===== src/hdl/dlcd_pkg.sv =====
// Shared types and constants of the display list command decoder.
// No dependencies.
package dlcd_pkg;

  localparam logic [1:0] ST_OK        = 2'd0;
  localparam logic [1:0] ST_MALFORMED = 2'd1;
  localparam logic [1:0] ST_TRUNCATED = 2'd2;
  localparam logic [1:0] ST_FULL      = 2'd3;

  localparam logic [0:0] CFG_LITTLE_ENDIAN = 1'd0;
  localparam logic [0:0] CFG_MAX_COMMANDS  = 1'd1;

  localparam logic [7:0] OP_MTX  = 8'h01;
  localparam logic [7:0] OP_MOVE = 8'h03;
  localparam logic [7:0] OP_VTX  = 8'h04;
  localparam logic [7:0] OP_DL   = 8'h06;
  localparam logic [7:0] OP_TIMG = 8'hfd;
  localparam logic [7:0] OP_POP  = 8'hbd;
  localparam logic [7:0] OP_TRI1 = 8'hbf;
  localparam logic [7:0] OP_TRI4 = 8'hb1;
  localparam logic [7:0] OP_END  = 8'hb8;

  typedef struct packed {
    logic [7:0] byte_value;
    logic       last_byte;
  } in_item_t;

  typedef struct packed {
    logic [1:0]  status;
    logic [5:0]  kind;
    logic [23:0] cmd_offset;
    logic [31:0] raw_first;
    logic [31:0] raw_second;
    logic [2:0]  move_target;
    logic [3:0]  slot;
    logic [4:0]  item_count;
    logic [59:0] triangle_indices;
    logic [7:0]  segment;
    logic [23:0] segment_offset;
    logic        stop;
  } out_item_t;

  // Completed command handed from front to back.
  typedef struct packed {
    logic        trunc;
    logic        full;
    logic        last;
    logic [23:0] offset;
    logic [31:0] w0;
    logic [31:0] w1;
  } cmd_t;

  // byte divided by ten: reciprocal multiply, exact for 0..255
  function automatic logic [4:0] div10(input logic [7:0] x);
    logic [15:0] p;
    p = {8'd0, x} * 16'd205;
    div10 = p[15:11];
  endfunction

  // byte is a whole multiple of ten
  function automatic logic is_mult10(input logic [7:0] x);
    is_mult10 = x == ({3'd0, div10(x)} * 8'd10);
  endfunction

  function automatic logic [5:0] kind_of(input logic [7:0] op);
    case (op)
      8'h00: kind_of = 6'd1;
      8'h01: kind_of = 6'd2;
      8'h03: kind_of = 6'd3;
      8'h04: kind_of = 6'd4;
      8'h06: kind_of = 6'd5;
      8'hbf: kind_of = 6'd6;
      8'hb1: kind_of = 6'd7;
      8'hb6: kind_of = 6'd8;
      8'hb7: kind_of = 6'd9;
      8'hb8: kind_of = 6'd10;
      8'hbd: kind_of = 6'd11;
      8'hbc: kind_of = 6'd12;
      8'hbb: kind_of = 6'd13;
      8'hb9: kind_of = 6'd14;
      8'hba: kind_of = 6'd15;
      8'hc0: kind_of = 6'd16;
      8'hfd: kind_of = 6'd17;
      8'hfc: kind_of = 6'd18;
      8'hfb: kind_of = 6'd19;
      8'hfa: kind_of = 6'd20;
      8'hf9: kind_of = 6'd21;
      8'hf8: kind_of = 6'd22;
      8'hf7: kind_of = 6'd23;
      8'hf6: kind_of = 6'd24;
      8'he4: kind_of = 6'd25;
      8'he5: kind_of = 6'd25;
      8'hb4: kind_of = 6'd26;
      8'hb3: kind_of = 6'd27;
      8'hf5: kind_of = 6'd28;
      8'hf4: kind_of = 6'd29;
      8'hf3: kind_of = 6'd30;
      8'hf2: kind_of = 6'd31;
      8'hf0: kind_of = 6'd32;
      8'he7: kind_of = 6'd33;
      8'he8: kind_of = 6'd34;
      8'he6: kind_of = 6'd35;
      8'he9: kind_of = 6'd36;
      default: kind_of = 6'd0;
    endcase
  endfunction

endpackage


===== src/hdl/display_list_command_decoder.sv =====
// Display list command decoder top level: front, two-entry command queue, back.
// Depends on dlcd_pkg, dlcd_front, dlcd_back.
// Throughput: one byte per cycle while the queue has room; full rises only while the queue is full.
// Latency: a result enters the queue on the cycle after the byte that completes it, and shows once at the head.
// Reset (rst, synchronous): list state and queue clear, little_endian 0,
// max_commands 65535. No clearing pass.
module display_list_command_decoder (
  input  logic                clk,
  input  logic                rst,
  input  logic                cfg_we,
  input  logic                cfg_index,
  input  logic [15:0]         cfg_data,
  input  logic                push,
  output logic                full,
  input  dlcd_pkg::in_item_t  in_item,
  output logic                empty,
  input  logic                pop,
  output dlcd_pkg::out_item_t out_item
);
  logic           little_endian;
  logic [15:0]    max_commands;
  logic           cmd_valid;
  dlcd_pkg::cmd_t cmd;
  dlcd_pkg::cmd_t q [2];
  logic           rd, wr;
  logic [1:0]     cnt;
  logic           room;

  // configuration registers
  always_ff @(posedge clk) begin
    if (rst) begin
      little_endian <= 1'b0;
      max_commands <= 16'hffff;
    end else if (cfg_we) begin
      if (cfg_index == dlcd_pkg::CFG_LITTLE_ENDIAN) little_endian <= cfg_data[0];
      else max_commands <= cfg_data;
    end
  end

  assign room = cnt != 2'd2;

  dlcd_front u_front (
    .clk(clk), .rst(rst), .little_endian(little_endian),
    .max_commands(max_commands), .push(push), .full(full), .in_item(in_item),
    .cmd_valid(cmd_valid), .cmd(cmd), .cmd_room(room)
  );

  // two-entry queue, head in q[0]
  assign wr = cmd_valid;
  assign rd = pop && cnt != 2'd0;
  always_ff @(posedge clk) begin
    if (rst) begin
      cnt <= '0;
    end else begin
      cnt <= cnt + {1'b0, wr} - {1'b0, rd};
      if (rd) q[0] <= (wr && cnt == 2'd1) ? cmd : q[1];
      else if (wr && cnt == 2'd0) q[0] <= cmd;
      if (wr && !rd && cnt == 2'd1) q[1] <= cmd;
    end
  end
  assign empty = cnt == 2'd0;

  dlcd_back u_back (.cmd(q[0]), .res(out_item));
endmodule


===== src/hdl/dlcd_front.sv =====
// Front end: collects list bytes into commands and keeps the list state.
// Depends on dlcd_pkg and dlcd_check; a local check gives bad / end for the list state.
module dlcd_front (
  input  logic               clk,
  input  logic               rst,
  input  logic               little_endian,
  input  logic [15:0]        max_commands,
  input  logic               push,
  output logic               full,
  input  dlcd_pkg::in_item_t in_item,
  output logic               cmd_valid,
  output dlcd_pkg::cmd_t     cmd,
  input  logic               cmd_room
);
  logic [2:0]  byte_position;
  logic [55:0] word_buffer;
  logic [23:0] list_offset;
  logic [15:0] commands_done;
  logic        halted;
  logic [7:0]  b [8];
  logic [31:0] w0, w1;
  logic        bad, stop_end;
  logic        produce;

  assign full = !cmd_room;

  // byte order at completion time
  always_comb begin
    for (int k = 0; k < 7; k++) b[k] = word_buffer[8*k +: 8];
    b[7] = in_item.byte_value;
    if (little_endian) begin
      w0 = {b[3], b[2], b[1], b[0]};
      w1 = {b[7], b[6], b[5], b[4]};
    end else begin
      w0 = {b[0], b[1], b[2], b[3]};
      w1 = {b[4], b[5], b[6], b[7]};
    end
  end

  // early malformed / end check feeds back into the list state
  dlcd_check u_check (.w0(w0), .w1(w1), .bad(bad), .is_end(stop_end));

  always_comb begin
    produce = 1'b0;
    cmd.trunc = 1'b0;
    cmd.full = 1'b0;
    cmd.last = in_item.last_byte;
    cmd.offset = list_offset;
    cmd.w0 = w0;
    cmd.w1 = w1;
    if (!halted) begin
      if (byte_position != 3'd7) begin
        produce = in_item.last_byte;
        cmd.trunc = 1'b1;
      end else begin
        produce = 1'b1;
        cmd.full = commands_done >= max_commands;
      end
    end
  end
  assign cmd_valid = push && cmd_room && produce;

  always_ff @(posedge clk) begin
    if (rst || (push && cmd_room && in_item.last_byte)) begin
      byte_position <= '0;
      word_buffer <= '0;
      list_offset <= '0;
      commands_done <= '0;
      halted <= 1'b0;
    end else if (push && cmd_room && !halted) begin
      if (byte_position != 3'd7) begin
        word_buffer[8*byte_position +: 8] <= in_item.byte_value;
        byte_position <= byte_position + 3'd1;
      end else begin
        byte_position <= '0;
        word_buffer <= '0;
        if (commands_done >= max_commands || bad) begin
          halted <= 1'b1;
        end else begin
          commands_done <= commands_done + 16'd1;
          list_offset <= list_offset + 24'd8;
          halted <= stop_end;
        end
      end
    end
  end
endmodule


===== src/hdl/dlcd_check.sv =====
// Malformed and end-of-list test of one command, shared by front and back.
// Depends on dlcd_pkg.
module dlcd_check (
  input  logic [31:0] w0,
  input  logic [31:0] w1,
  output logic        bad,
  output logic        is_end
);
  logic [7:0]  op, mid8, a, c, d;
  logic [15:0] lo16;
  logic [11:0] vc;
  logic        move_hit;

  always_comb begin
    op = w0[31:24];
    mid8 = w0[23:16];
    lo16 = w0[15:0];
    a = w1[23:16];
    c = w1[15:8];
    d = w1[7:0];
    vc = lo16[15:4];
    move_hit = mid8 == 8'h80 || mid8 == 8'h82 || mid8 == 8'h84 ||
               (mid8 >= 8'h86 && mid8 <= 8'h94 && !mid8[0]) ||
               mid8 == 8'h98 || mid8 == 8'h9a || mid8 == 8'h9c || mid8 == 8'h9e;
    is_end = op == dlcd_pkg::OP_END;
    case (op)
      dlcd_pkg::OP_MTX:  bad = lo16 != 16'd64;
      dlcd_pkg::OP_MOVE: bad = move_hit && lo16 != 16'd16;
      dlcd_pkg::OP_VTX:  bad = lo16 == 16'd0 || lo16[3:0] != 4'd0 || vc > 12'd16 ||
                               ({8'd0, mid8[3:0]} + vc) > 12'd16 ||
                               {4'd0, mid8[7:4]} != (vc[7:0] - 8'd1);
      dlcd_pkg::OP_DL:   bad = mid8 > 8'd1;
      dlcd_pkg::OP_POP:  bad = w1 > 32'd1;
      dlcd_pkg::OP_TRI1: bad = !dlcd_pkg::is_mult10(a) || !dlcd_pkg::is_mult10(c) ||
                               !dlcd_pkg::is_mult10(d);
      default:           bad = 1'b0;
    endcase
  end
endmodule


===== src/hdl/dlcd_back.sv =====
// Back end: field decode of a queued command into a result item.
// Depends on dlcd_pkg and dlcd_check.
module dlcd_back (
  input  dlcd_pkg::cmd_t    cmd,
  output dlcd_pkg::out_item_t res
);
  logic [7:0]  op, mid8;
  logic        bad, is_end, addr;
  logic [4:0]  cnt;
  logic [59:0] tri_v;
  logic [3:0]  v0, v1, v2;

  dlcd_check u_check (.w0(cmd.w0), .w1(cmd.w1), .bad(bad), .is_end(is_end));

  always_comb begin
    op = cmd.w0[31:24];
    mid8 = cmd.w0[23:16];
    res = '0;
    res.cmd_offset = cmd.offset;
    res.stop = 1'b1;
    addr = 1'b0;
    tri_v = '0;
    cnt = '0;
    v0 = '0; v1 = '0; v2 = '0;
    if (cmd.trunc) begin
      res.status = dlcd_pkg::ST_TRUNCATED;
    end else if (cmd.full) begin
      res.status = dlcd_pkg::ST_FULL;
    end else begin
      res.status = bad ? dlcd_pkg::ST_MALFORMED : dlcd_pkg::ST_OK;
      res.kind = dlcd_pkg::kind_of(op);
      res.raw_first = cmd.w0;
      res.raw_second = cmd.w1;
      res.stop = bad || is_end || cmd.last;
      case (op)
        dlcd_pkg::OP_MTX, dlcd_pkg::OP_TIMG: addr = 1'b1;
        dlcd_pkg::OP_MOVE: begin
          addr = 1'b1;
          if (mid8 == 8'h80) res.move_target = 3'd1;
          else if (mid8 == 8'h82) res.move_target = 3'd2;
          else if (mid8 == 8'h84) res.move_target = 3'd3;
          else if (mid8 >= 8'h86 && mid8 <= 8'h94 && !mid8[0]) begin
            res.move_target = 3'd4;
            res.slot = 4'(8'(mid8 - 8'h86) >> 1);
          end else if (mid8 == 8'h98 || mid8 == 8'h9a || mid8 == 8'h9c) begin
            res.move_target = 3'd5;
            res.slot = 4'((8'(mid8 - 8'h98) >> 1) + 8'd1);
          end else if (mid8 == 8'h9e) begin
            res.move_target = 3'd5;
          end
        end
        dlcd_pkg::OP_VTX: begin
          addr = 1'b1;
          res.slot = mid8[3:0];
          res.item_count = (cmd.w0[15:4] > 12'd16) ? 5'd16 : cmd.w0[8:4];
        end
        dlcd_pkg::OP_DL: begin
          addr = 1'b1;
          res.slot = (mid8 > 8'd15) ? 4'd15 : mid8[3:0];
        end
        dlcd_pkg::OP_POP: res.slot = (cmd.w1 > 32'd15) ? 4'd15 : cmd.w1[3:0];
        dlcd_pkg::OP_TRI1: begin
          res.item_count = 5'd1;
          tri_v[4:0] = dlcd_pkg::div10(cmd.w1[23:16]);
          tri_v[9:5] = dlcd_pkg::div10(cmd.w1[15:8]);
          tri_v[14:10] = dlcd_pkg::div10(cmd.w1[7:0]);
          res.triangle_indices = tri_v;
        end
        dlcd_pkg::OP_TRI4: begin
          for (int t = 0; t < 4; t++) begin
            v0 = cmd.w1[8*t +: 4];
            v1 = cmd.w1[8*t+4 +: 4];
            v2 = cmd.w0[4*t +: 4];
            tri_v[15*t +: 15] = {1'b0, v2, 1'b0, v1, 1'b0, v0};
            if (v0 != 4'd0 || v1 != 4'd0 || v2 != 4'd0) cnt = 5'(t + 1);
          end
          res.triangle_indices = tri_v;
          res.item_count = cnt;
        end
        default: ;
      endcase
      if (addr) begin
        res.segment = cmd.w1[31:24];
        res.segment_offset = cmd.w1[23:0];
      end
    end
  end
endmodule


===== config.mk =====
export PLATFORM = sky130hd
export DESIGN_NAME = display_list_command_decoder
export DESIGN_NICKNAME = d
export VERILOG_FILES = /design/src/hdl/dlcd_pkg.sv /design/src/hdl/display_list_command_decoder.sv /design/src/hdl/dlcd_front.sv /design/src/hdl/dlcd_check.sv /design/src/hdl/dlcd_back.sv
export SDC_FILE = /design/constraint.sdc
export NUM_CORES = 1
export LEC_CHECK = 0
export ABC_CLOCK_PERIOD_IN_PS = 42600
export BUFFER_PORTS_ARGS = -buffer_cell sky130_fd_sc_hd__buf_4
export CAP_MARGIN = 20
export CORE_ASPECT_RATIO = 1.75
export CORE_MARGIN = 3
export CORE_UTILIZATION = 55
export CTS_BUF_LIST = sky130_fd_sc_hd__clkbuf_8 sky130_fd_sc_hd__clkbuf_16
export DETAILED_ROUTE_END_ITERATION = 6
export PLACE_DENSITY = 0.74
export SLEW_MARGIN = 20
export SYNTH_ARGS = -nofsm -noshare
export SYNTH_HDL_FRONTEND = slang
export SYNTH_HIERARCHICAL = 1
export SYNTH_SLANG_ARGS = --single-unit

===== constraint.sdc =====
create_clock -name clk -period 42.6 [get_ports clk]
set_input_delay 8.52 -clock clk [delete_from_list [all_inputs] [get_ports clk]]
set_output_delay 8.52 -clock clk [all_outputs]
set_load 0.1 [all_outputs]

==> results.md <==
- Root Buffer: clkbuf_16
- Static Leakage: 15.20 nW
- Wire length of the first global-routing pass: approximately 120000 µm
- Placer congestion estimate: 0.9863
- Syn_area_per_cell: around 10 µm²
- Post-synthesis sequential element count: between 200 and 300
- Fraction of layout cells with a size suffix above 1: 16.11%
- Worst-case headroom to the max-slew limit: about a quarter
- Final clock skew: around 0.017 ns
- Number of cells on the critical path: 31
- Pre-CTS setup slack: 24.70 ns
- Max H-tree Level: 1
- Register area: between 7000 and 8000 µm²
- Post-CTS Setup Inserts: 0
- Gates resized, CTS repair: 0
- Final worst-path cycle share: ~41%
- CTS tree: done
- # nets final: around 3700
- Share of the synthesized area in compound gates (AO/OA/AOI/OAI): between 10% and 20%
- Top-level port count: approximately 230
- Max-capacitance violation count: 0
- Area of the mapped netlist: between 20000 and 30000 µm²
- Buffers added on ports: about 220
- Number of filler cells placed in the layout: around 4300
- Distinct cell type count after synthesis: around 110
- Number of antenna violations at the first check in global routing: 2
- Asr flop ratio synth: 0%
- Critical hold path startpoint: max_commands[6]
- Reg2Reg Setup Slack: roughly 32 ns
- Critical Path Fanout Max: 51
- Routed wire length: around 76000 µm
- Run status: complete, no violations
- Synth Instances: 2904
- Worst reg2reg path depth: 31
- Hold bufs inserted after CTS: 0
- Number of placement rows: 110
- CP Data Arrival Time: 17.88 ns
- Vias in the first global route: 23190
- Hold EP: max_commands[6]
- 1st-iter DRT viols: 1428
- Number of vias in the routed layout: around 22000
- Largest family of logic cells by synthesized area: adder cells
- Reg2Reg Capture Point: u_front/list_offset[7]
- Core region area: approximately 52000 µm²
- Number of buffer and inverter instances along the worst setup path: 3
- Area of the multi-input gates: 19320 µm²
- Post-route setup slack: approximately 25 ns
- Area growth from synthesis to final layout: 9.541%
- Critical path class: in2reg
- RR Startpoint: little_endian
- Highest-delay cell along the critical path: or4_1
- Shortest period the worst path allows: ~17 ns
- Top FF cell, synth: edfxtp_1
- Adder-cell share of the synthesized area: approximately 28%
- Maximum number of pins on one net before global-route repair: 91
- Power density normalized to cell area: 29.45 nW/µm²
- Peak supply drop: a little over 0.04 mV
- CTS Buffer Depth: 3
- Starting density of the core: 56.06%
- Overall Global Routing Usage: about a quarter
- Count of final max-slew check failures: 0
- Post-synthesis sequential area ratio: between 20% and 30%
- Number of diodes: 0
- Critical path's top delay family: adder cells
- Clock buffers created by TritonCTS: 26
- Achievable Freq: between 0.05 and 0.06 GHz
- Later-pin clock latency in the skew report: between 0.5 and 0.6 ns
- Die Height: 310.2 µm
- Per-cell routed wire length: 20.20 µm
- Portion of netlist area occupied by mux cells: around 7.8%
- Capturing element type of the critical path: flip-flop
- Number of vias per cell after detailed routing: about 6.0
- RSZ-0062 raised after global routing: false
- Setup TNS: 0 ns
- Post-Synth XOR/XNOR Area: ~5.4%
- Remaining Overflow, GRT: 0
- Launching element type of the critical path: primary input
- Transition at the pin with the smallest max-transition slack: 1.139 ns
- Post-synth EDFFs: 182
- Count of endpoints failing hold in the final timing report: 0
- Total clock sinks: 298
- Crit-path max cell delay: 0.76 ns
- Final number of setup-violating endpoints: 0
- Crit path launch: in_item[6]
- Total DRC errors in the routed layout: 0
- Fraction of the mapped netlist area in simple logic gates: 14.03%
- First-pass detailed-route iteration total: 5
- Yosys synthesis warning count: 6
- Number of nets with antenna violations after routing: 0
- Die width: 179.8 µm
- Required time reported for the critical path endpoint: approximately 43 ns
- Floorplan die area: 55790 µm²
- Min-Delay Path Class: reg2reg
- Clock-pin transition on the worst setup and hold timing paths: approximately 0.070 ns
- Detailed placement HPWL: approximately 60000 µm
- Number of cells on the worst hold path: 1
==> layout make-up <==
cell class	instances	area share, %
Timing Repair Buffer	244	5.761
Tap cell	672	2.639
Inverter	311	3.664
Clock buffer	27	2.085
Clock inverter	21	0.7618
Multi-Input combinational cell	2166	60.65
Sequential cell	298	24.44
==> stage by stage <==
step                utilization [%]  power (mW)  cell area (µm²)  hold WS (ns)  cells
detailed placement            59.63      0.6919            30940        0.4530   3690
global route                  61.41      0.9956            31860        0.4897   3739
global placement              59.63      0.6778            30940        0.4481   3690
floorplan                         -      0.6061            29130        0.4354   2914
CTS                           61.38      0.9429            31850        0.4692   3738
finish                        61.41      0.9383            31860        0.4679   3739
==> sequential cells by signal, summed over array words and instances (netlist names) <==
| name | flops |
|---|---|
| u_front/list_offset | 21 |
| little_endian | 1 |
| q | 182 |
| max_commands | 16 |
| u_front/word_buffer | 56 |
| u_front/halted | 1 |
| cnt | 2 |
| u_front/commands_done | 16 |
| u_front/byte_position | 3 |
==> worst register-to-register path: cells and delay by family (launching register included) <==
| family | cells | cell delay [ns] |
|---|---|---|
| compound gates | 8 | 2.13 |
| fa+ha+maj | 8 | 3.24 |
| mux | 1 | 0.57 |
| flops | 1 | 0.35 |
| buf+inv | 3 | 0.70 |
| simple gates | 9 | 2.99 |
| xor+xnor | 2 | 0.38 |
==> how the worst max path moves through the flow <==
stage	slack, ns	to
2_1_floorplan	23.38	q[0][100]
3_3_place_gp	24.89	u_front/list_offset[11]
3_5_place_dp	24.70	u_front/commands_done[12]
4_1_cts	25.27	u_front/commands_done[12]
5_1_grt	24.62	u_front/list_offset[23]
6_report	25.20	u_front/list_offset[7]
==> synth_stat cells, types with 30 or more instances <==
library cell | number | area, µm²
buf_4 | 37 | 277.8
nor2_1 | 180 | 675.7
and2_1 | 98 | 613.1
ha_1 | 505 | 6319
a21oi_1 | 114 | 570.6
inv_1 | 310 | 1164
clkbuf_1 | 64 | 240.2
mux2_2 | 64 | 720.7
nand4_1 | 45 | 281.5
fa_1 | 93 | 1862
or4_1 | 31 | 232.7
edfxtp_1 | 182 | 5465
xnor2_1 | 82 | 718.2
a21o_1 | 30 | 225.2
mux2_4 | 90 | 1351
a22oi_1 | 48 | 360.4
and3_1 | 36 | 225.2
o21ai_0 | 64 | 320.3
nor3_1 | 51 | 255.2
xor2_1 | 74 | 648.1
nand2_1 | 120 | 450.4
nor2b_1 | 32 | 200.2
nand3_1 | 54 | 270.3
dfxtp_1 | 116 | 2322
==> power by group <==
| part | switching (mW) | internal (mW) |
|---|---|---|
| registers | 0.00860 | 0.310 |
| clock network | 0.118 | 0.131 |
| logic | 0.210 | 0.160 |
==> metal layers <==
layer	vias to the layer above	global-route usage, %	part of all wire, %
li1	10590	-	-
met1	10910	28.37	37
met2	763	50.75	53
met3	208	2.947	4.6
met4	4	13.25	5.6
met5	-	0	0.036
==> layout by cell type, fill, tap and decap left out, types with 20 or more instances in the layout <==
| cell | n |
|---|---|
| fa_1 | 93 |
| o21ai_0 | 64 |
| edfxtp_1 | 182 |
| dfxtp_1 | 115 |
| nor3_1 | 50 |
| xor2_1 | 74 |
| a21o_1 | 30 |
| clkbuf_16 | 26 |
| nand2b_1 | 20 |
| mux2_4 | 90 |
| nor4_1 | 26 |
| o31ai_1 | 29 |
| nor2b_1 | 32 |
| a21oi_1 | 113 |
| nand3_1 | 54 |
| a22oi_1 | 48 |
| nand4_1 | 45 |
| nor2_1 | 179 |
| inv_1 | 311 |
| or4_1 | 31 |
| a31oi_1 | 20 |
| buf_4 | 243 |
| xnor2_1 | 82 |
| and2_1 | 98 |
| mux2i_1 | 20 |
| mux2_2 | 64 |
| and3_1 | 36 |
| nand2_1 | 120 |
| ha_1 | 505 |
==> cells by family (layout without fill, tap and decap cells) <==
family | after synthesis | in the layout
simple gates | 760 | 760
fa+ha+maj | 598 | 598
other cells | 2 | 12
mux | 174 | 174
xor+xnor | 166 | 166
compound gates | 456 | 456
flops | 298 | 298
buf+inv | 450 | 603
No activity file was read; power rests on OpenSTA's default activity.
